## src/hw/rtl/wrsa_pkg.sv

```systemverilog
// Package for the work ring slot allocator.
// Holds widths, operation codes and the request/result structs.
// No dependencies; used by every other file of the block.
package wrsa_pkg;

	// Ring geometry
	localparam int unsigned MAX_SLOTS = 4096;
	localparam int unsigned POS_W     = $clog2(MAX_SLOTS);
	localparam int unsigned CNT_W     = POS_W + 1;
	localparam int unsigned FUNC_W    = 3;

	localparam logic [CNT_W-1:0] SIZE_MAX = CNT_W'(MAX_SLOTS);
	localparam logic [CNT_W-1:0] SIZE_MIN = CNT_W'(1);
	localparam logic [CNT_W-1:0] RING_SIZE_RST = CNT_W'(MAX_SLOTS);

	// Operation codes
	localparam logic [FUNC_W-1:0] FUNC_PARTIAL   = 3'd0;
	localparam logic [FUNC_W-1:0] FUNC_EXACT     = 3'd1;
	localparam logic [FUNC_W-1:0] FUNC_FREE      = 3'd2;
	localparam logic [FUNC_W-1:0] FUNC_UNALLOC   = 3'd3;
	localparam logic [FUNC_W-1:0] FUNC_COMPLETED = 3'd4;

	typedef struct packed {
		logic [FUNC_W-1:0] func;
		logic [CNT_W-1:0]  count;
		logic [POS_W-1:0]  work_id;
		logic [POS_W-1:0]  oldest_given;
	} req_t;

	typedef struct packed {
		logic [CNT_W-1:0] granted;
		logic [POS_W-1:0] position;
		logic [CNT_W-1:0] used;
		logic             empty_res;
		logic             low_mark;
		logic [POS_W-1:0] oldest_slot;
		logic [CNT_W-1:0] completed;
		logic             error;
	} rsp_t;

	// Handshake between the input register and the result register
	typedef struct packed {
		logic valid;
		logic take;
	} stage_ctl_t;

endpackage

```

## src/hw/rtl/wrsa_req_if.sv

```systemverilog
// Request channel of the work ring slot allocator.
// Depends on wrsa_pkg for field widths.
interface wrsa_req_if;
	logic                          valid;
	logic                          ready;
	logic [wrsa_pkg::FUNC_W-1:0]   func;
	logic [wrsa_pkg::CNT_W-1:0]    count;
	logic [wrsa_pkg::POS_W-1:0]    work_id;
	logic [wrsa_pkg::POS_W-1:0]    oldest_given;

	modport source(output valid, func, count, work_id, oldest_given, input ready);
	modport sink(input valid, func, count, work_id, oldest_given, output ready);
endinterface

```

## src/hw/rtl/wrsa_rsp_if.sv

```systemverilog
// Result channel of the work ring slot allocator.
// Depends on wrsa_pkg for field widths.
interface wrsa_rsp_if;
	logic                       valid;
	logic                       ready;
	logic [wrsa_pkg::CNT_W-1:0] granted;
	logic [wrsa_pkg::POS_W-1:0] position;
	logic [wrsa_pkg::CNT_W-1:0] used;
	logic                       empty_res;
	logic                       low_mark;
	logic [wrsa_pkg::POS_W-1:0] oldest_slot;
	logic [wrsa_pkg::CNT_W-1:0] completed;
	logic                       error;

	modport source(output valid, granted, position, used, empty_res, low_mark,
		oldest_slot, completed, error, input ready);
	modport sink(input valid, granted, position, used, empty_res, low_mark,
		oldest_slot, completed, error, output ready);
endinterface

```

## src/hw/rtl/wrsa_cfg_if.sv

```systemverilog
// Configuration write channel (ring size) of the work ring slot allocator.
// Depends on wrsa_pkg for the register width.
interface wrsa_cfg_if;
	logic                       valid;
	logic                       ready;
	logic [wrsa_pkg::CNT_W-1:0] ring_size;

	modport source(output valid, ring_size, input ready);
	modport sink(input valid, ring_size, output ready);
endinterface

```

## src/hw/rtl/wrsa_in_stage.sv

```systemverilog
// Input register of the work ring slot allocator.
// Depends on wrsa_pkg and wrsa_req_if.
module wrsa_in_stage (
	input  logic                  clk,
	input  logic                  arst_n,
	wrsa_req_if.sink              req,
	input  logic                  take,
	output wrsa_pkg::stage_ctl_t  ctl,
	output wrsa_pkg::req_t        req_s1
);

	logic valid_s1;

	// Room when empty or when the held request moves on this cycle
	assign req.ready = !valid_s1 || take;

	always_ff @(posedge clk or negedge arst_n) begin
		if (!arst_n) begin
			valid_s1 <= 1'b0;
		end else if (req.ready) begin
			valid_s1 <= req.valid;
		end
	end

	always_ff @(posedge clk) begin
		if (req.valid && req.ready) begin
			req_s1.func         <= req.func;
			req_s1.count        <= req.count;
			req_s1.work_id      <= req.work_id;
			req_s1.oldest_given <= req.oldest_given;
		end
	end

	assign ctl.valid = valid_s1;
	assign ctl.take  = take;

endmodule

```

## src/hw/rtl/wrsa_core.sv

```systemverilog
// Ring state and operation logic of the work ring slot allocator.
// Holds ring size, positions and used count; computes one result per transfer.
// Depends on wrsa_pkg and wrsa_cfg_if.
module wrsa_core (
	input  logic                 clk,
	input  logic                 arst_n,
	wrsa_cfg_if.sink             cfg,
	input  wrsa_pkg::stage_ctl_t ctl,
	input  wrsa_pkg::req_t       req_s1,
	output wrsa_pkg::rsp_t       res
);

	logic [wrsa_pkg::CNT_W-1:0] ring_size_q;
	logic [wrsa_pkg::POS_W-1:0] alloc_pos_q;
	logic [wrsa_pkg::POS_W-1:0] free_pos_q;
	logic [wrsa_pkg::CNT_W-1:0] used_q;

	logic [wrsa_pkg::CNT_W-1:0] size;
	logic [wrsa_pkg::CNT_W-1:0] avail;
	logic [wrsa_pkg::CNT_W-1:0] granted;
	logic [wrsa_pkg::CNT_W-1:0] completed;
	logic                       over;
	logic                       err;
	logic [wrsa_pkg::CNT_W-1:0] grant_sum;
	logic [wrsa_pkg::CNT_W-1:0] back_sum;
	logic [wrsa_pkg::CNT_W-1:0] free_sum;
	logic [wrsa_pkg::POS_W-1:0] alloc_pos_d;
	logic [wrsa_pkg::POS_W-1:0] free_pos_d;
	logic [wrsa_pkg::CNT_W-1:0] used_d;
	logic                       fire;

	assign fire      = ctl.valid && ctl.take;
	assign cfg.ready = 1'b1;

	// Effective ring size: zero acts as one, clamp at the maximum
	always_comb begin
		if (ring_size_q == '0) begin
			size = wrsa_pkg::SIZE_MIN;
		end else if (ring_size_q > wrsa_pkg::SIZE_MAX) begin
			size = wrsa_pkg::SIZE_MAX;
		end else begin
			size = ring_size_q;
		end
	end

	// used never exceeds size, so no underflow here
	assign avail = size - used_q;
	assign over  = req_s1.count > used_q;

	// Position sums stay below twice the size: one conditional subtract wraps them
	assign grant_sum = {1'b0, alloc_pos_q} + granted;
	assign back_sum  = {1'b0, alloc_pos_q} + size - req_s1.count;
	assign free_sum  = {1'b0, free_pos_q} + req_s1.count;

	// Operation decode
	always_comb begin
		granted     = '0;
		completed   = '0;
		err         = 1'b0;
		alloc_pos_d = alloc_pos_q;
		free_pos_d  = free_pos_q;
		used_d      = used_q;
		case (req_s1.func)
			wrsa_pkg::FUNC_PARTIAL, wrsa_pkg::FUNC_EXACT: begin
				if (req_s1.count <= avail) begin
					granted = req_s1.count;
				end else if (req_s1.func == wrsa_pkg::FUNC_PARTIAL) begin
					granted = avail;
				end
				alloc_pos_d = (grant_sum >= size) ? wrsa_pkg::POS_W'(grant_sum - size)
					: grant_sum[wrsa_pkg::POS_W-1:0];
				used_d = used_q + granted;
			end
			wrsa_pkg::FUNC_FREE: begin
				if (over) begin
					err = 1'b1;
				end else begin
					free_pos_d = (free_sum >= size) ? wrsa_pkg::POS_W'(free_sum - size)
						: free_sum[wrsa_pkg::POS_W-1:0];
					used_d = used_q - req_s1.count;
				end
			end
			wrsa_pkg::FUNC_UNALLOC: begin
				if (over) begin
					err = 1'b1;
				end else begin
					alloc_pos_d = (back_sum >= size) ? wrsa_pkg::POS_W'(back_sum - size)
						: back_sum[wrsa_pkg::POS_W-1:0];
					used_d = used_q - req_s1.count;
				end
			end
			wrsa_pkg::FUNC_COMPLETED: begin
				// Inclusive span from oldest to work_id, wrapping at the ring end
				if (req_s1.oldest_given <= req_s1.work_id) begin
					completed = {1'b0, req_s1.work_id} - {1'b0, req_s1.oldest_given}
						+ wrsa_pkg::CNT_W'(1);
				end else begin
					completed = size - {1'b0, req_s1.oldest_given} + {1'b0, req_s1.work_id}
						+ wrsa_pkg::CNT_W'(1);
				end
			end
			default: begin
			end
		endcase
	end

	// Ring state; a size write clears positions and count
	always_ff @(posedge clk or negedge arst_n) begin
		if (!arst_n) begin
			ring_size_q <= wrsa_pkg::RING_SIZE_RST;
			alloc_pos_q <= '0;
			free_pos_q  <= '0;
			used_q      <= '0;
		end else if (cfg.valid && cfg.ready) begin
			ring_size_q <= cfg.ring_size;
			alloc_pos_q <= '0;
			free_pos_q  <= '0;
			used_q      <= '0;
		end else if (fire) begin
			alloc_pos_q <= alloc_pos_d;
			free_pos_q  <= free_pos_d;
			used_q      <= used_d;
		end
	end

	// Status after the operation; position is the allocation position before it
	assign res.granted     = granted;
	assign res.position    = alloc_pos_q;
	assign res.used        = used_d;
	assign res.empty_res   = (used_d == '0);
	assign res.low_mark    = (used_d <= (size >> 2));
	assign res.oldest_slot = free_pos_d;
	assign res.completed   = completed;
	assign res.error       = err;

endmodule

```

## src/hw/rtl/wrsa_out_stage.sv

```systemverilog
// Result register of the work ring slot allocator.
// Depends on wrsa_pkg and wrsa_rsp_if.
module wrsa_out_stage (
	input  logic           clk,
	input  logic           arst_n,
	input  logic           load,
	input  wrsa_pkg::rsp_t res,
	output logic           can_take,
	wrsa_rsp_if.source     rsp
);

	logic           valid_q;
	wrsa_pkg::rsp_t res_q;

	// Free when empty or the held result is transferred this cycle
	assign can_take = !valid_q || rsp.ready;

	always_ff @(posedge clk or negedge arst_n) begin
		if (!arst_n) begin
			valid_q <= 1'b0;
		end else if (can_take) begin
			valid_q <= load;
		end
	end

	always_ff @(posedge clk) begin
		if (load && can_take) begin
			res_q <= res;
		end
	end

	assign rsp.valid       = valid_q;
	assign rsp.granted     = res_q.granted;
	assign rsp.position    = res_q.position;
	assign rsp.used        = res_q.used;
	assign rsp.empty_res   = res_q.empty_res;
	assign rsp.low_mark    = res_q.low_mark;
	assign rsp.oldest_slot = res_q.oldest_slot;
	assign rsp.completed   = res_q.completed;
	assign rsp.error       = res_q.error;

endmodule

```

## src/hw/rtl/work_ring_slot_allocator_top.sv

```systemverilog
// Work ring slot allocator, top level.
// Path: a request transfer enters the input register, then passes through the operation
// logic into the result register, which offers it on the result channel.
// Throughput: one request per cycle unless rsp stalls; the ring state updates in the same cycle.
// Reset: ring size 4096, positions and used count zero; no clearing pass.
module work_ring_slot_allocator_top (
	input  logic       clk,
	input  logic       arst_n,
	wrsa_req_if.sink   req,
	wrsa_rsp_if.source rsp,
	wrsa_cfg_if.sink   cfg
);

	wrsa_pkg::stage_ctl_t ctl;
	wrsa_pkg::req_t       req_s1;
	wrsa_pkg::rsp_t       res;
	logic                 can_take;

	wrsa_in_stage u_in (
		.clk    (clk),
		.arst_n (arst_n),
		.req    (req),
		.take   (can_take),
		.ctl    (ctl),
		.req_s1 (req_s1)
	);

	wrsa_core u_core (
		.clk    (clk),
		.arst_n (arst_n),
		.cfg    (cfg),
		.ctl    (ctl),
		.req_s1 (req_s1),
		.res    (res)
	);

	wrsa_out_stage u_out (
		.clk      (clk),
		.arst_n   (arst_n),
		.load     (ctl.valid),
		.res      (res),
		.can_take (can_take),
		.rsp      (rsp)
	);

	// A held request is not dropped while the result register is blocked
	a_hold_s1: assert property (@(posedge clk) disable iff (!arst_n)
		ctl.valid && !can_take |=> ctl.valid)
		else $error("input register lost a request under stall");

	// Empty flag tracks the used count
	a_empty: assert property (@(posedge clk) disable iff (!arst_n)
		rsp.valid |-> (rsp.empty_res == (rsp.used == '0)))
		else $error("empty flag disagrees with used count");

	// A rejected free or unalloc never grants slots or counts completions
	a_err_grant: assert property (@(posedge clk) disable iff (!arst_n)
		rsp.valid && rsp.error |-> (rsp.granted == '0) && (rsp.completed == '0))
		else $error("error result carries a grant or completion count");

	// Used count never exceeds the largest ring
	a_used_max: assert property (@(posedge clk) disable iff (!arst_n)
		rsp.valid |-> rsp.used <= wrsa_pkg::SIZE_MAX)
		else $error("used count beyond ring capacity");

endmodule
```

## src/flat_wrapper.sv

```systemverilog
// flat-port wrapper written by rule: the top's interface ports become plain ports
module work_ring_slot_allocator_top_flat 
  (clk, arst_n, req_valid, req_func, req_count, req_work_id, req_oldest_given, req_ready, rsp_valid, rsp_granted, rsp_position, rsp_used, rsp_empty_res, rsp_low_mark, rsp_oldest_slot, rsp_completed, rsp_error, rsp_ready, cfg_valid, cfg_ring_size, cfg_ready);
  wrsa_req_if req_i ();
  wrsa_rsp_if rsp_i ();
  wrsa_cfg_if cfg_i ();
  input  logic clk;
  input  logic arst_n;
  input wire logic [$bits(req_i.valid)-1:0] req_valid;
  input wire logic [$bits(req_i.func)-1:0] req_func;
  input wire logic [$bits(req_i.count)-1:0] req_count;
  input wire logic [$bits(req_i.work_id)-1:0] req_work_id;
  input wire logic [$bits(req_i.oldest_given)-1:0] req_oldest_given;
  output wire logic [$bits(req_i.ready)-1:0] req_ready;
  output wire logic [$bits(rsp_i.valid)-1:0] rsp_valid;
  output wire logic [$bits(rsp_i.granted)-1:0] rsp_granted;
  output wire logic [$bits(rsp_i.position)-1:0] rsp_position;
  output wire logic [$bits(rsp_i.used)-1:0] rsp_used;
  output wire logic [$bits(rsp_i.empty_res)-1:0] rsp_empty_res;
  output wire logic [$bits(rsp_i.low_mark)-1:0] rsp_low_mark;
  output wire logic [$bits(rsp_i.oldest_slot)-1:0] rsp_oldest_slot;
  output wire logic [$bits(rsp_i.completed)-1:0] rsp_completed;
  output wire logic [$bits(rsp_i.error)-1:0] rsp_error;
  input wire logic [$bits(rsp_i.ready)-1:0] rsp_ready;
  input wire logic [$bits(cfg_i.valid)-1:0] cfg_valid;
  input wire logic [$bits(cfg_i.ring_size)-1:0] cfg_ring_size;
  output wire logic [$bits(cfg_i.ready)-1:0] cfg_ready;
  assign req_i.valid = req_valid;
  assign req_i.func = req_func;
  assign req_i.count = req_count;
  assign req_i.work_id = req_work_id;
  assign req_i.oldest_given = req_oldest_given;
  assign req_ready = req_i.ready;
  assign rsp_valid = rsp_i.valid;
  assign rsp_granted = rsp_i.granted;
  assign rsp_position = rsp_i.position;
  assign rsp_used = rsp_i.used;
  assign rsp_empty_res = rsp_i.empty_res;
  assign rsp_low_mark = rsp_i.low_mark;
  assign rsp_oldest_slot = rsp_i.oldest_slot;
  assign rsp_completed = rsp_i.completed;
  assign rsp_error = rsp_i.error;
  assign rsp_i.ready = rsp_ready;
  assign cfg_i.valid = cfg_valid;
  assign cfg_i.ring_size = cfg_ring_size;
  assign cfg_ready = cfg_i.ready;
  work_ring_slot_allocator_top u_core (.clk(clk), .arst_n(arst_n), .req(req_i), .rsp(rsp_i), .cfg(cfg_i));
endmodule
```

## config.mk

```make
export PLATFORM = sky130hd
export DESIGN_NAME = work_ring_slot_allocator_top_flat
export DESIGN_NICKNAME = d
export VERILOG_FILES = /design/src/hw/rtl/wrsa_pkg.sv /design/src/hw/rtl/wrsa_req_if.sv /design/src/hw/rtl/wrsa_rsp_if.sv /design/src/hw/rtl/wrsa_cfg_if.sv /design/src/hw/rtl/wrsa_in_stage.sv /design/src/hw/rtl/wrsa_core.sv /design/src/hw/rtl/wrsa_out_stage.sv /design/src/hw/rtl/work_ring_slot_allocator_top.sv /design/src/flat_wrapper.sv
export SDC_FILE = /design/constraint.sdc
export NUM_CORES = 1
export LEC_CHECK = 0
export BUFFER_PORTS_ARGS = -buffer_cell sky130_fd_sc_hd__buf_4
export CELL_PAD_IN_SITES_DETAIL_PLACEMENT = 2
export CELL_PAD_IN_SITES_GLOBAL_PLACEMENT = 2
export CORE_AREA = 2 2 193 195
export CTS_CLUSTER_SIZE = 30
export DETAILED_ROUTE_END_ITERATION = 10
export DIE_AREA = 0 0 195 197
export GPL_TIMING_DRIVEN = 0
export PLACE_DENSITY_LB_ADDON = 0.1
export SLEW_MARGIN = 20
export SYNTH_ARGS = -nofsm -noshare
export SYNTH_HDL_FRONTEND = slang
export SYNTH_SLANG_ARGS = --single-unit
```

## constraint.sdc

```tcl
create_clock -name clk -period 11.92 [get_ports clk]
set_input_delay 1.788 -clock clk [delete_from_list [all_inputs] [get_ports clk]]
set_output_delay 1.788 -clock clk [all_outputs]
set_load 0.01 [all_outputs]
```

==> impl_metrics.env, run 1 <==
export IMPL_status="finished, final reports clean"
export IMPL_ys_ff_latch=158
export IMPL_n_antenna_cell=0
export IMPL_synth_area_per_cell_um2=9.20
export IMPL_grt_pass1_vias=13700
export IMPL_ys_types=72
export IMPL_grt_overflow=0
export IMPL_rsz0062_at_grt="no"
export IMPL_synth_fp_nets=1806
export IMPL_timing_final_ws_setup_ns=0.729
export IMPL_start_kind="flop"
export IMPL_critPathMaxFanout=13
export IMPL_dp_slack_ns=0.00767
export IMPL_via_per_inst=5.75
export IMPL_grt_usage_pct=28.4
export IMPL_dieArea_um2=38400
export IMPL_cts_buffers=17
export IMPL_drtPass1Iterations=5
export IMPL_gp_congestion=0.886
export IMPL_post_drt_wl_per_cell_um=24.8
export IMPL_combPwrFrac_pct=50.5
export IMPL_switchingPower_uw=1110
export IMPL_fin_area_um2=16300
export IMPL_slew_headroom_pct=39.3
export IMPL_syn_area_um2=14100
export IMPL_synth_top_flop_cell="edfxtp_1"
export IMPL_grt_pass1_wl_um=81500
export IMPL_holdBufCountCts=0
export IMPL_finClkSkew_ns=0.0146
export IMPL_clock_latency_ns=0.48
export IMPL_path_class="reg -> reg"
export IMPL_synth_edff_count=106
export IMPL_hold_viol_final=0
export IMPL_fp_coreArea_um2=36300
export IMPL_cts_root_buffer="clkbuf_16"
export IMPL_die_width_um=195
export IMPL_post_dp_cell_area_um2=15600
export IMPL_cts_tree="built"
export IMPL_rows=70
export IMPL_cts_htree_levels=4
export IMPL_cts_sinks=158
export IMPL_synth_warnings=0
export IMPL_worstSetupEndpointType="flop"
export IMPL_leakage_uw=0.00736
export IMPL_ant_nets=0
export IMPL_grt_max_degree=53
export IMPL_start_util_pct=38.8
export IMPL_fin_setup_tns_ns=0
export IMPL_fin_crit_ns=11.19
export IMPL_clk_pin_slew_ns=0.07
export IMPL_hpwl_um=41500
export IMPL_ios=127
export IMPL_syn2layout_area_growth_pct=15.7
export IMPL_synthArstFlopShare_pct=32.9
export IMPL_ir_drop_mv=0.117
export IMPL_die_h_um=197
export IMPL_fin_nets=1952
export IMPL_cp_required_ns=12.23
export IMPL_p_int_uw=1470
export IMPL_clockPowerShare_pct=23.0
export IMPL_cpMaxStageDelayCell="a21oi_1"
export IMPL_layout_drive_gt1_share_pct=12.3
export IMPL_crit_top_cell="a21oi_1"
export IMPL_worst_pin_slew_ns=0.908
export IMPL_vias=12400
export IMPL_powerDensity_nw_per_um2=158
export IMPL_synthCells=1529
export IMPL_numPortBuffers=124
export IMPL_post_route_period_util_pct=93.9
export IMPL_slowest_delay_ns=0.59
export IMPL_cp_arrival_ns=11.50
export IMPL_antenna_found_initial=0
export IMPL_drv_cap=0
export IMPL_cts_setup_buffers=0
export IMPL_setup_violations=0
export IMPL_p_sw_share_pct=43.0
export IMPL_max_freq_mhz=89.4
export IMPL_clk_path_buf_depth=2
export IMPL_maxSlewViolCount=0
export IMPL_hp_class="reg -> reg"
export IMPL_whs_ns=0.505
export IMPL_wirelength_um=53400
export IMPL_ys_seq_area_share_pct=31.9
export IMPL_drt_iter0_drc=615
export IMPL_p_seq_share_pct=26.5
export IMPL_route_detailed_drc=0
final timing paths:
| path | startpoint | to | slack (ns) | depth (start not counted) |
|---|---|---|---|---|
| max reg2reg | u_core.u_core.ring_size_q[12] | u_core.u_core.alloc_pos_q[7] | 0.73 | 40 |
| min reg2reg | u_core.u_in.valid_s1 | u_core.u_out.rsp.valid | 0.51 | 1 |
| max in group asynchronous | arst_n | u_core.u_core.used_q[10] | 9.96 | 1 |
| max | u_core.u_core.ring_size_q[12] | u_core.u_core.alloc_pos_q[7] | 0.73 | 40 |
| min | u_core.u_in.valid_s1 | u_core.u_out.rsp.valid | 0.51 | 1 |
| min in group asynchronous | arst_n | u_core.u_core.alloc_pos_q[3] | 1.39 | 1 |
power by group through the flow:
| stage | clock network (uW) | registers (uW) | logic (uW) |
|---|---|---|---|
| 3_5_place_dp | 0 | 693 | 1270 |
| 2_1_floorplan | 0 | 687 | 874 |
| 4_1_cts | 603 | 683 | 1290 |
| 5_1_grt | 622 | 688 | 1440 |
| 6_report | 593 | 683 | 1300 |
| 3_3_place_gp | 0 | 695 | 1210 |
cells in the mapped netlist, types with 17 or more instances:
library cell / number / area share [%]
nand2_1: 102 / 2.7
a21oi_1: 111 / 3.9
ha_1: 186 / 17
and2_1: 19 / 0.84
nor2b_1: 23 / 1.0
nand2b_1: 20 / 0.89
xor2_1: 39 / 2.4
a211oi_1: 40 / 2.1
dfrtp_1: 51 / 9.1
inv_1: 154 / 4.1
nand3_1: 18 / 0.64
clkbuf_1: 26 / 0.69
mux2i_1: 17 / 1.2
nor2_1: 148 / 3.9
o21ai_0: 69 / 2.5
nor3_1: 41 / 1.5
fa_1: 33 / 4.7
o21a_1: 31 / 1.7
edfxtp_1: 106 / 23
xnor2_1: 63 / 3.9
a21o_1: 29 / 1.5
cell type report:
cell class / instances / area (um^2)
Multi-Input combinational cell: 1184 / 8900
Sequential cell: 158 / 4490
Clock buffer: 18 / 439
Clock inverter: 14 / 168
Timing Repair Buffer: 127 / 976
Fill cell: 3988 / 20000
Tap cell: 468 / 586
Buffer: 32 / 136
Inverter: 155 / 582
registers in the layout, summed over array words and instances (netlist names), 13 cells and up:
register / count
u_core.u_core.ring_size_q: 13
u_core.u_core.used_q: 13
u_core.u_in.req_s1: 40
u_core.u_out.rsp.completed: 13
u_core.u_out.rsp.granted: 13
u_core.u_out.rsp.used: 13
routing by layer:
metal	global-route usage [%]	up-vias	wire length, um
met1	36.7	6292	24200
li1	-	5776	-
met2	48.7	250	25700
met5	0	-	0
met3	4.30	73	1930
met4	9.70	0	1610
kinds of logic (layout without fill, tap and decap cells):
| logic type | after synthesis | after routing | share of synthesized area, % |
|---|---|---|---|
| AO/OA/AOI/OAI | 403 | 403 | 18.9 |
| XOR/XNOR | 102 | 102 | 6.35 |
| adder cells (fa/ha/maj) | 219 | 219 | 21.2 |
| buffers and inverters | 187 | 346 | 5.07 |
| flip-flops | 158 | 158 | 31.9 |
| multiplexers | 30 | 30 | 2.25 |
| other | 1 | 1 | 0.0267 |
| AND/OR/NAND/NOR | 429 | 429 | 14.3 |
worst max-delay path: cells and delay by family, from the launching register on:
family | cells | cell delay, ns
AND/OR/NAND/NOR | 6 | 1.35
adder cells (fa/ha/maj) | 5 | 1.54
AO/OA/AOI/OAI | 21 | 5.11
buffers and inverters | 6 | 2.22
XOR/XNOR | 2 | 0.27
flip-flops | 1 | 0.52
layout by cell type (no fill, tap or decap), drive strengths merged, types with 8 or more instances in the layout:
cell type / netlist / routed
ha: 186 / 186
inv: 154 / 162
nor2: 148 / 148
buf: 6 / 133
a21oi: 113 / 113
edfxtp: 106 / 106
nand2: 102 / 102
o21ai: 72 / 72
xnor2: 63 / 63
dfrtp: 51 / 51
clkbuf: 26 / 44
nor3: 41 / 41
a211oi: 40 / 40
xor2: 39 / 39
fa: 33 / 33
o21a: 31 / 31
a21o: 29 / 29
nor2b: 23 / 23
nand2b: 20 / 20
and2: 19 / 19
nand3: 18 / 18
mux2i: 17 / 17
o31ai: 16 / 16
nand4: 13 / 13
mux2: 13 / 13
or3: 11 / 11
o21bai: 11 / 11
o211ai: 10 / 10
a31o: 9 / 9
a31oi: 8 / 8
o22ai: 8 / 8
or2: 8 / 8
nor4: 8 / 8
timing repair:
item                       4_1_cts  5_1_grt
gates cloned                     0        0
setup endpoints to repair        1       12
gates resized for setup          1        5
per-stage QoR:
step / utilization, % / cells / power, uW
detailed placement: 43.1 / 2124 / 1960
global route: 44.9 / 2156 / 2750
CTS: 44.8 / 2156 / 2580
floorplan: - / 1529 / 1560
finish: 44.9 / 2156 / 2580
global placement: 43.0 / 2121 / 1900
No activity file was read; power rests on OpenSTA's default activity.
==> inputs of run 2 (changes only) <==
--- a/config.mk
+++ b/config.mk
@@ -6,11 +6,12 @@
 export NUM_CORES = 1
 export LEC_CHECK = 0
+export ABC_AREA = 1
 export BUFFER_PORTS_ARGS = -buffer_cell sky130_fd_sc_hd__buf_4
 export CELL_PAD_IN_SITES_DETAIL_PLACEMENT = 2
 export CELL_PAD_IN_SITES_GLOBAL_PLACEMENT = 2
-export CORE_AREA = 2 2 193 195
+export CORE_AREA = 2 2 207 209
 export CTS_CLUSTER_SIZE = 30
 export DETAILED_ROUTE_END_ITERATION = 10
-export DIE_AREA = 0 0 195 197
+export DIE_AREA = 0 0 209 211
 export GPL_TIMING_DRIVEN = 0
 export PLACE_DENSITY_LB_ADDON = 0.1
==> constraint.sdc (replaced) <==
create_clock -name clk -period 11.92 [get_ports clk]
set_input_delay 0 -clock clk [delete_from_list [all_inputs] [get_ports clk]]
set_output_delay 0 -clock clk [all_outputs]
set_load 0.01 [all_outputs]
==> run 2 against run 1 <==
Register-to-register slack improved by 2.1 ns; first-iteration DRC count fell by 2.9%; die area rose by 15%; combinational power rose by 72%; power rose by 38%; global-route usage rose by 0.65 points; wire length rose by 16%; setup slack improved by 2.1 ns; critical endpoint is now u_core.u_core.alloc_pos_q[4].
==> impl_metrics.env, run 2 <==
export IMPL_vias=14400
export IMPL_synthArstFlopShare_pct=32.9
export IMPL_die_width_um=209
export IMPL_crit_top_cell="nand2_1"
export IMPL_clk_pin_slew_ns=0.07
export IMPL_post_route_period_util_pct=76.7
export IMPL_top_usage_layer="met2"
export IMPL_yosysTopAreaCell="edfxtp_1"
export IMPL_dieArea_um2=44100
export IMPL_r2r_slack_ns=2.78
export IMPL_start_util_pct=35.8
export IMPL_worst_pin_slew_ns=1.03
export IMPL_maxSlewViolCount=0
export IMPL_area_sequential_um2=4490
export IMPL_route_detailed_drc=0
export IMPL_n_antenna_cell=0
export IMPL_ios=127
export IMPL_regToRegEndpoint="u_core.u_core.alloc_pos_q[4]"
export IMPL_place_inst=2620
export IMPL_finClkSkew_ns=0.0143
export IMPL_clock_latency_ns=0.51
export IMPL_synth_most_common_cell="nand2_1"
export IMPL_grt_overflow=0
export IMPL_rows=75
export IMPL_cts_root_buffer="clkbuf_16"
export IMPL_cp_arrival_ns=9.58
export IMPL_cts_htree_levels=4
export IMPL_grt_max_degree=53
export IMPL_path_class="reg -> reg"
export IMPL_synth_area_leaders="edfxtp_1, ha_1, nand2_1"
export IMPL_synth_area_per_cell_um2=7.66
export IMPL_layout_commonest_cell="nand2_1"
export IMPL_grt_pass1_wl_um=95900
export IMPL_synth_top_cell_area_share_pct=21.3
export IMPL_fin_crit_ns=9.14
export IMPL_rsz0062_at_grt="no"
export IMPL_synth_edff_count=106
export IMPL_final_util_pct=42.6
export IMPL_slowest_delay_ns=0.87
export IMPL_final_instance_count_excl_fill=2711
export IMPL_synthCells=1953
export IMPL_layout_common_cells="nand2_1, inv_1, ha_1"
export IMPL_start_kind="flop"
export IMPL_hpwl_um=48600
export IMPL_fp_coreArea_um2=41800
export IMPL_cp_required_ns=12.36
export IMPL_drv_cap=0
export IMPL_gp_congestion=0.865
export IMPL_grt_use_met3_pct=5.00
export IMPL_hp_class="in -> async"
export IMPL_ys_ff_latch=158
export IMPL_drtPass1Iterations=4
export IMPL_reg2regPathDepth=48
export IMPL_drt_iter0_drc=597
export IMPL_cts_setup_buffers=0
export IMPL_ir_drop_mv=0.0995
export IMPL_fin_setup_tns_ns=0
export IMPL_cts_resized=0
export IMPL_ys_top_cells_by_count="nand2_1, inv_1, ha_1"
export IMPL_antenna_found_initial=0
export IMPL_numPortBuffers=125
export IMPL_hold_viol_final=0
export IMPL_fin_nets=2436
export IMPL_r2r_start="u_core.u_core.ring_size_q[4]"
export IMPL_cpMaxStageDelayCell="nor2_1"
export IMPL_status="finished, final reports clean"
export IMPL_setup_violations=0
export IMPL_startpoint="u_core.u_core.ring_size_q[4]"
export IMPL_syn_area_um2=15000
export IMPL_via_per_inst=5.31
export IMPL_use_met1_pct=35.1
export IMPL_multiInputGateArea_um2=8950
export IMPL_largest_reg_flops=40
export IMPL_met2_usage_pct=50.8
export IMPL_fill_cells=4823
export IMPL_powerDensity_nw_per_um2=200
export IMPL_synth_warnings=0
export IMPL_layout_drive_gt1_share_pct=10.1
export IMPL_grt_usage_pct=29.1
export IMPL_slew_headroom_pct=31.0
export IMPL_post_drt_wl_per_cell_um=22.9
export IMPL_wirelength_um=62200
export IMPL_leakage_uw=0.00900
export IMPL_critPathMaxFanout=10
export IMPL_syn2layout_area_growth_pct=19.1
export IMPL_ys_types=53
export IMPL_top_register="u_core.u_in.req_s1"
export IMPL_cts_tree="built"
export IMPL_synth_top_flop_cell="edfxtp_1"
export IMPL_die_h_um=211
export IMPL_cts_buffers=17
export IMPL_worstSetupEndpointType="flop"
export IMPL_synth_fp_nets=2230
export IMPL_ys_seq_area_share_pct=30.0
export IMPL_cts_sinks=158
export IMPL_max_freq_mhz=109
export IMPL_clk_path_buf_depth=2
export IMPL_ant_nets=0
export IMPL_grt_pass1_vias=16300
-- run 2: cell count changes in the layout (fill, tap and decap cells not counted), sizes merged, moves of 24 or more --
cell / before / now
nand2: 102 / 433
inv: 162 / 364
nand3: 18 / 131
dlygate4sd3: 0 / 59
a211oi: 40 / 3
xnor2: 63 / 28
a21oi: 113 / 147
nor2: 148 / 115
o21ai: 72 / 100
nand4: 13 / 38
o21a: 31 / 7
-- run 2: per-stage QoR --
| stage | area (um^2) | setup slack, ns | hold WS, ns | total power, uW |
|---|---|---|---|---|
| after floorplan | 15000 | 5.62 | -0.296 | 2220 |
| after global placement | 16600 | 3.30 | 0.119 | 2820 |
| after detailed placement | 16600 | 2.88 | 0.137 | 2930 |
| after CTS | 17800 | 2.84 | 0.129 | 3550 |
| after global routing | 17800 | 2.04 | 0.159 | 3870 |
| final | 17800 | 2.78 | 0.0938 | 3550 |
-- run 2: routing by layer --
layer / vias up / wire, um
met5: - / 0
met4: 0 / 2750
met3: 114 / 2040
met2: 241 / 30400
met1: 7176 / 27000
li1: 6857 / -
-- run 2: timing repair --
item | 4_1_cts | 5_1_grt
hold buffers | 59 | 0
setup endpoints to repair | 0 | 0
hold endpoints to repair | 120 | 0
-- run 2: worst max-delay path: cells and delay by family, from the launching register on --
family | cells | cell delay [ns]
AND/OR/NAND/NOR | 26 | 4.01
buffers and inverters | 8 | 1.25
adder cells (fa/ha/maj) | 4 | 1.20
flip-flops | 1 | 0.36
AO/OA/AOI/OAI | 8 | 1.75
XOR/XNOR | 2 | 0.46
-- run 2: area by class of cell --
class / instances / area share (%)
inverter: 369 / 7.80
timing repair buffer: 187 / 8.90
sequential: 158 / 25.2
clock buffer: 20 / 2.51
multi-input combinational: 1398 / 50.3
clock inverter: 12 / 0.773
tap: 539 / 3.79
buffer: 28 / 0.787
-- run 2: cell families after synthesis --
group / after synthesis / share of synthesized area, %
AOI/OAI and AO/OA: 340 / 13.0
xor gates and xnor gates: 83 / 4.86
other: 1 / 0.0251
and+or+nand+nor: 755 / 21.9
buffers and inverters: 397 / 10.2
adders and majority gates: 219 / 20.0
DFF: 158 / 30.0
-- run 2: worst max-delay path by stage --
stage                                         to  cells after the start
floorplan           u_core.u_core.alloc_pos_q[2]                     46
global placement    u_core.u_core.alloc_pos_q[8]                     48
detailed placement  u_core.u_core.alloc_pos_q[8]                     48
CTS                 u_core.u_core.alloc_pos_q[4]                     48
global route        u_core.u_core.alloc_pos_q[8]                     46
finish              u_core.u_core.alloc_pos_q[4]                     48
-- run 2: report_power, final --
part / internal [uW] / total, uW / switching [uW] / leakage (uW)
combinational: 770 / 2230 / 1450 / 0.00699
clock: 314 / 581 / 267 / 0.000282
sequential: 678 / 749 / 70.4 / 0.00173
total: 1760 / 3550 / 1790 / 0.00900
==> inputs of run 3 (changes only) <==
Settings changed: ABC_AREA 1 to 0, CORE_AREA 2 2 207 209 to 2 2 193 195, DIE_AREA 0 0 209 211 to 0 0 195 197.
Clock period 11.92 ns to 8.8 ns, I/O delays scaled along.
==> run 3 against run 2 <==
Design area decreased by 3.2%; global-route usage increased by 0.28 points; register-to-register slack got worse by 2.4 ns; via count decreased by 11%; non-clock buffer count increased by 16; setup slack got worse by 2.4 ns; final cell count decreased by 18%; critical path depth decreased by 8; sequential power increased by 24%; maximum frequency increased by 8.0%; die area decreased by 13%; critical path type unchanged.
==> impl_metrics.env, run 3 (synthesis results as in run 1) <==
export IMPL_cts_root_buffer="clkbuf_16"
export IMPL_layout_commonest_cell="ha_1"
export IMPL_via_per_inst=5.76
export IMPL_cts_buffers=17
export IMPL_p_sw_share_pct=43.1
export IMPL_slowest_delay_ns=0.55
export IMPL_fin_setup_tns_ns=0
export IMPL_route_detailed_drc=0
export IMPL_gp_congestion=0.886
export IMPL_vias=12800
export IMPL_r2r_start="u_core.u_core.ring_size_q[12]"
export IMPL_p_seq_share_pct=25.8
export IMPL_finClkSkew_ns=0.0200
export IMPL_hold_viol_final=0
export IMPL_cpMaxStageDelayCell="dfstp_2"
export IMPL_powerDensity_nw_per_um2=210
export IMPL_grt_overflow=0
export IMPL_die_h_um=197
export IMPL_cts_htree_levels=4
export IMPL_combPwrFrac_pct=51.9
export IMPL_use_met1_pct=37.2
export IMPL_r2r_slack_ns=0.34
export IMPL_grt_pass1_vias=14200
export IMPL_grt_use_met3_pct=4.55
export IMPL_fp_coreArea_um2=36300
export IMPL_start_util_pct=38.8
export IMPL_n_antenna_cell=0
export IMPL_critPathMaxFanout=13
export IMPL_ios=127
export IMPL_clockPowerShare_pct=22.3
export IMPL_clk_pin_slew_ns=0.07
export IMPL_max_freq_mhz=118
export IMPL_syn2layout_area_growth_pct=22.5
export IMPL_die_width_um=195
export IMPL_post_route_period_util_pct=96.2
export IMPL_cts_sinks=158
export IMPL_grt_pass1_wl_um=84200
export IMPL_slew_headroom_pct=39.4
export IMPL_cp_required_ns=9.17
export IMPL_p_int_uw=2050
export IMPL_start_kind="flop"
export IMPL_grt_max_degree=53
export IMPL_worst_pin_slew_ns=0.909
export IMPL_clock_latency_ns=0.49
export IMPL_fin_crit_ns=8.46
export IMPL_final_instance_count_excl_fill=2228
export IMPL_ir_drop_mv=0.158
export IMPL_top_register="u_core.u_in.req_s1"
export IMPL_drt_iter0_drc=667
export IMPL_reg2regPathDepth=40
export IMPL_numPortBuffers=124
export IMPL_layout_drive_gt1_share_pct=14.8
export IMPL_switchingPower_uw=1560
export IMPL_hp_class="in -> async"
export IMPL_maxSlewViolCount=0
export IMPL_post_drt_wl_per_cell_um=25.1
export IMPL_status="finished, final reports clean"
export IMPL_layout_common_cells="ha_1, inv_1, nor2_1"
export IMPL_grt_usage_pct=29.4
export IMPL_dieArea_um2=38400
export IMPL_hpwl_um=41500
export IMPL_rows=70
export IMPL_worstSetupEndpointType="flop"
export IMPL_top_usage_layer="met2"
export IMPL_drv_cap=0
export IMPL_path_class="reg -> reg"
export IMPL_leakage_uw=0.00774
export IMPL_met2_usage_pct=50.5
export IMPL_place_inst=2124
export IMPL_ant_nets=0
export IMPL_drtPass1Iterations=5
export IMPL_setup_violations=0
export IMPL_antenna_found_initial=0
export IMPL_cp_arrival_ns=8.83
export IMPL_clk_path_buf_depth=2
export IMPL_regToRegEndpoint="u_core.u_core.alloc_pos_q[2]"
export IMPL_fin_nets=2024
export IMPL_wirelength_um=55800
export IMPL_largest_reg_flops=40
export IMPL_cts_tree="built"
[run 3: per-layer routing]
layer / routed length [um] / up-vias
li1: - / 5925
met4: 1790 / 0
met1: 24700 / 6523
met5: 0 / -
met3: 2110 / 88
met2: 27200 / 295
[run 3: layout make-up]
class	count	area (um^2)
Buffer	30	153
Clock buffer	18	439
Clock inverter	14	168
Fill cell	3897	19000
Inverter	155	586
Multi-Input combinational cell	1184	9140
Sequential cell	158	4490
Tap cell	468	586
Timing Repair Buffer	201	1670
[run 3: metrics by stage]
step	worst slack (ns)	hold WS [ns]	area [um^2]	power, uW	utilization [%]
after floorplan	0.566	-0.296	14100	2110	-
after global placement	-2.74	0.126	15600	2580	43.0
after detailed placement	-3.11	0.129	15600	2660	43.1
after CTS	0.0322	0.171	17000	3550	46.9
after global routing	-0.0609	0.194	17200	3830	47.5
final	0.338	0.124	17200	3610	47.5
[run 3: power by group through the flow]
stage	clock (uW)	sequential, uW	combinational (uW)
after floorplan	0	930	1180
after global placement	0	941	1630
after detailed placement	0	939	1720
after CTS	817	926	1810
after global routing	844	937	2050
final	807	931	1870
[run 3: critical path: cells and delay by family, from the launching register on]
kind / cells / cell delay [ns]
xor+xnor: 2 / 0.31
buf+inv: 6 / 1.05
flops: 1 / 0.55
fa+ha+maj: 5 / 1.52
compound gates: 23 / 4.27
simple gates: 4 / 0.65
[run 3: timing repair]
item / CTS / global route
buffers inserted: 4 / 13
pin swaps: 3 / 12
hold endpoints to repair: 106 / 0
endpoints found under the setup margin: 33 / 13
hold buffers: 57 / 0
gates resized for setup: 41 / 32
[run 3: worst max path at each step]
stage | startpoint | to | slack [ns] | depth (start not counted)
4_1_cts | u_core.u_core.ring_size_q[8] | u_core.u_core.alloc_pos_q[8] | 0.03 | 38
2_1_floorplan | u_core.u_core.ring_size_q[12] | u_core.u_core.alloc_pos_q[9] | 0.57 | 39
3_3_place_gp | u_core.u_core.ring_size_q[12] | u_core.u_core.alloc_pos_q[7] | -2.74 | 38
5_1_grt | u_core.u_core.ring_size_q[12] | u_core.u_core.alloc_pos_q[8] | -0.06 | 40
3_5_place_dp | u_core.u_core.ring_size_q[12] | u_core.u_core.alloc_pos_q[7] | -3.11 | 38
6_report | u_core.u_core.ring_size_q[12] | u_core.u_core.alloc_pos_q[2] | 0.34 | 40
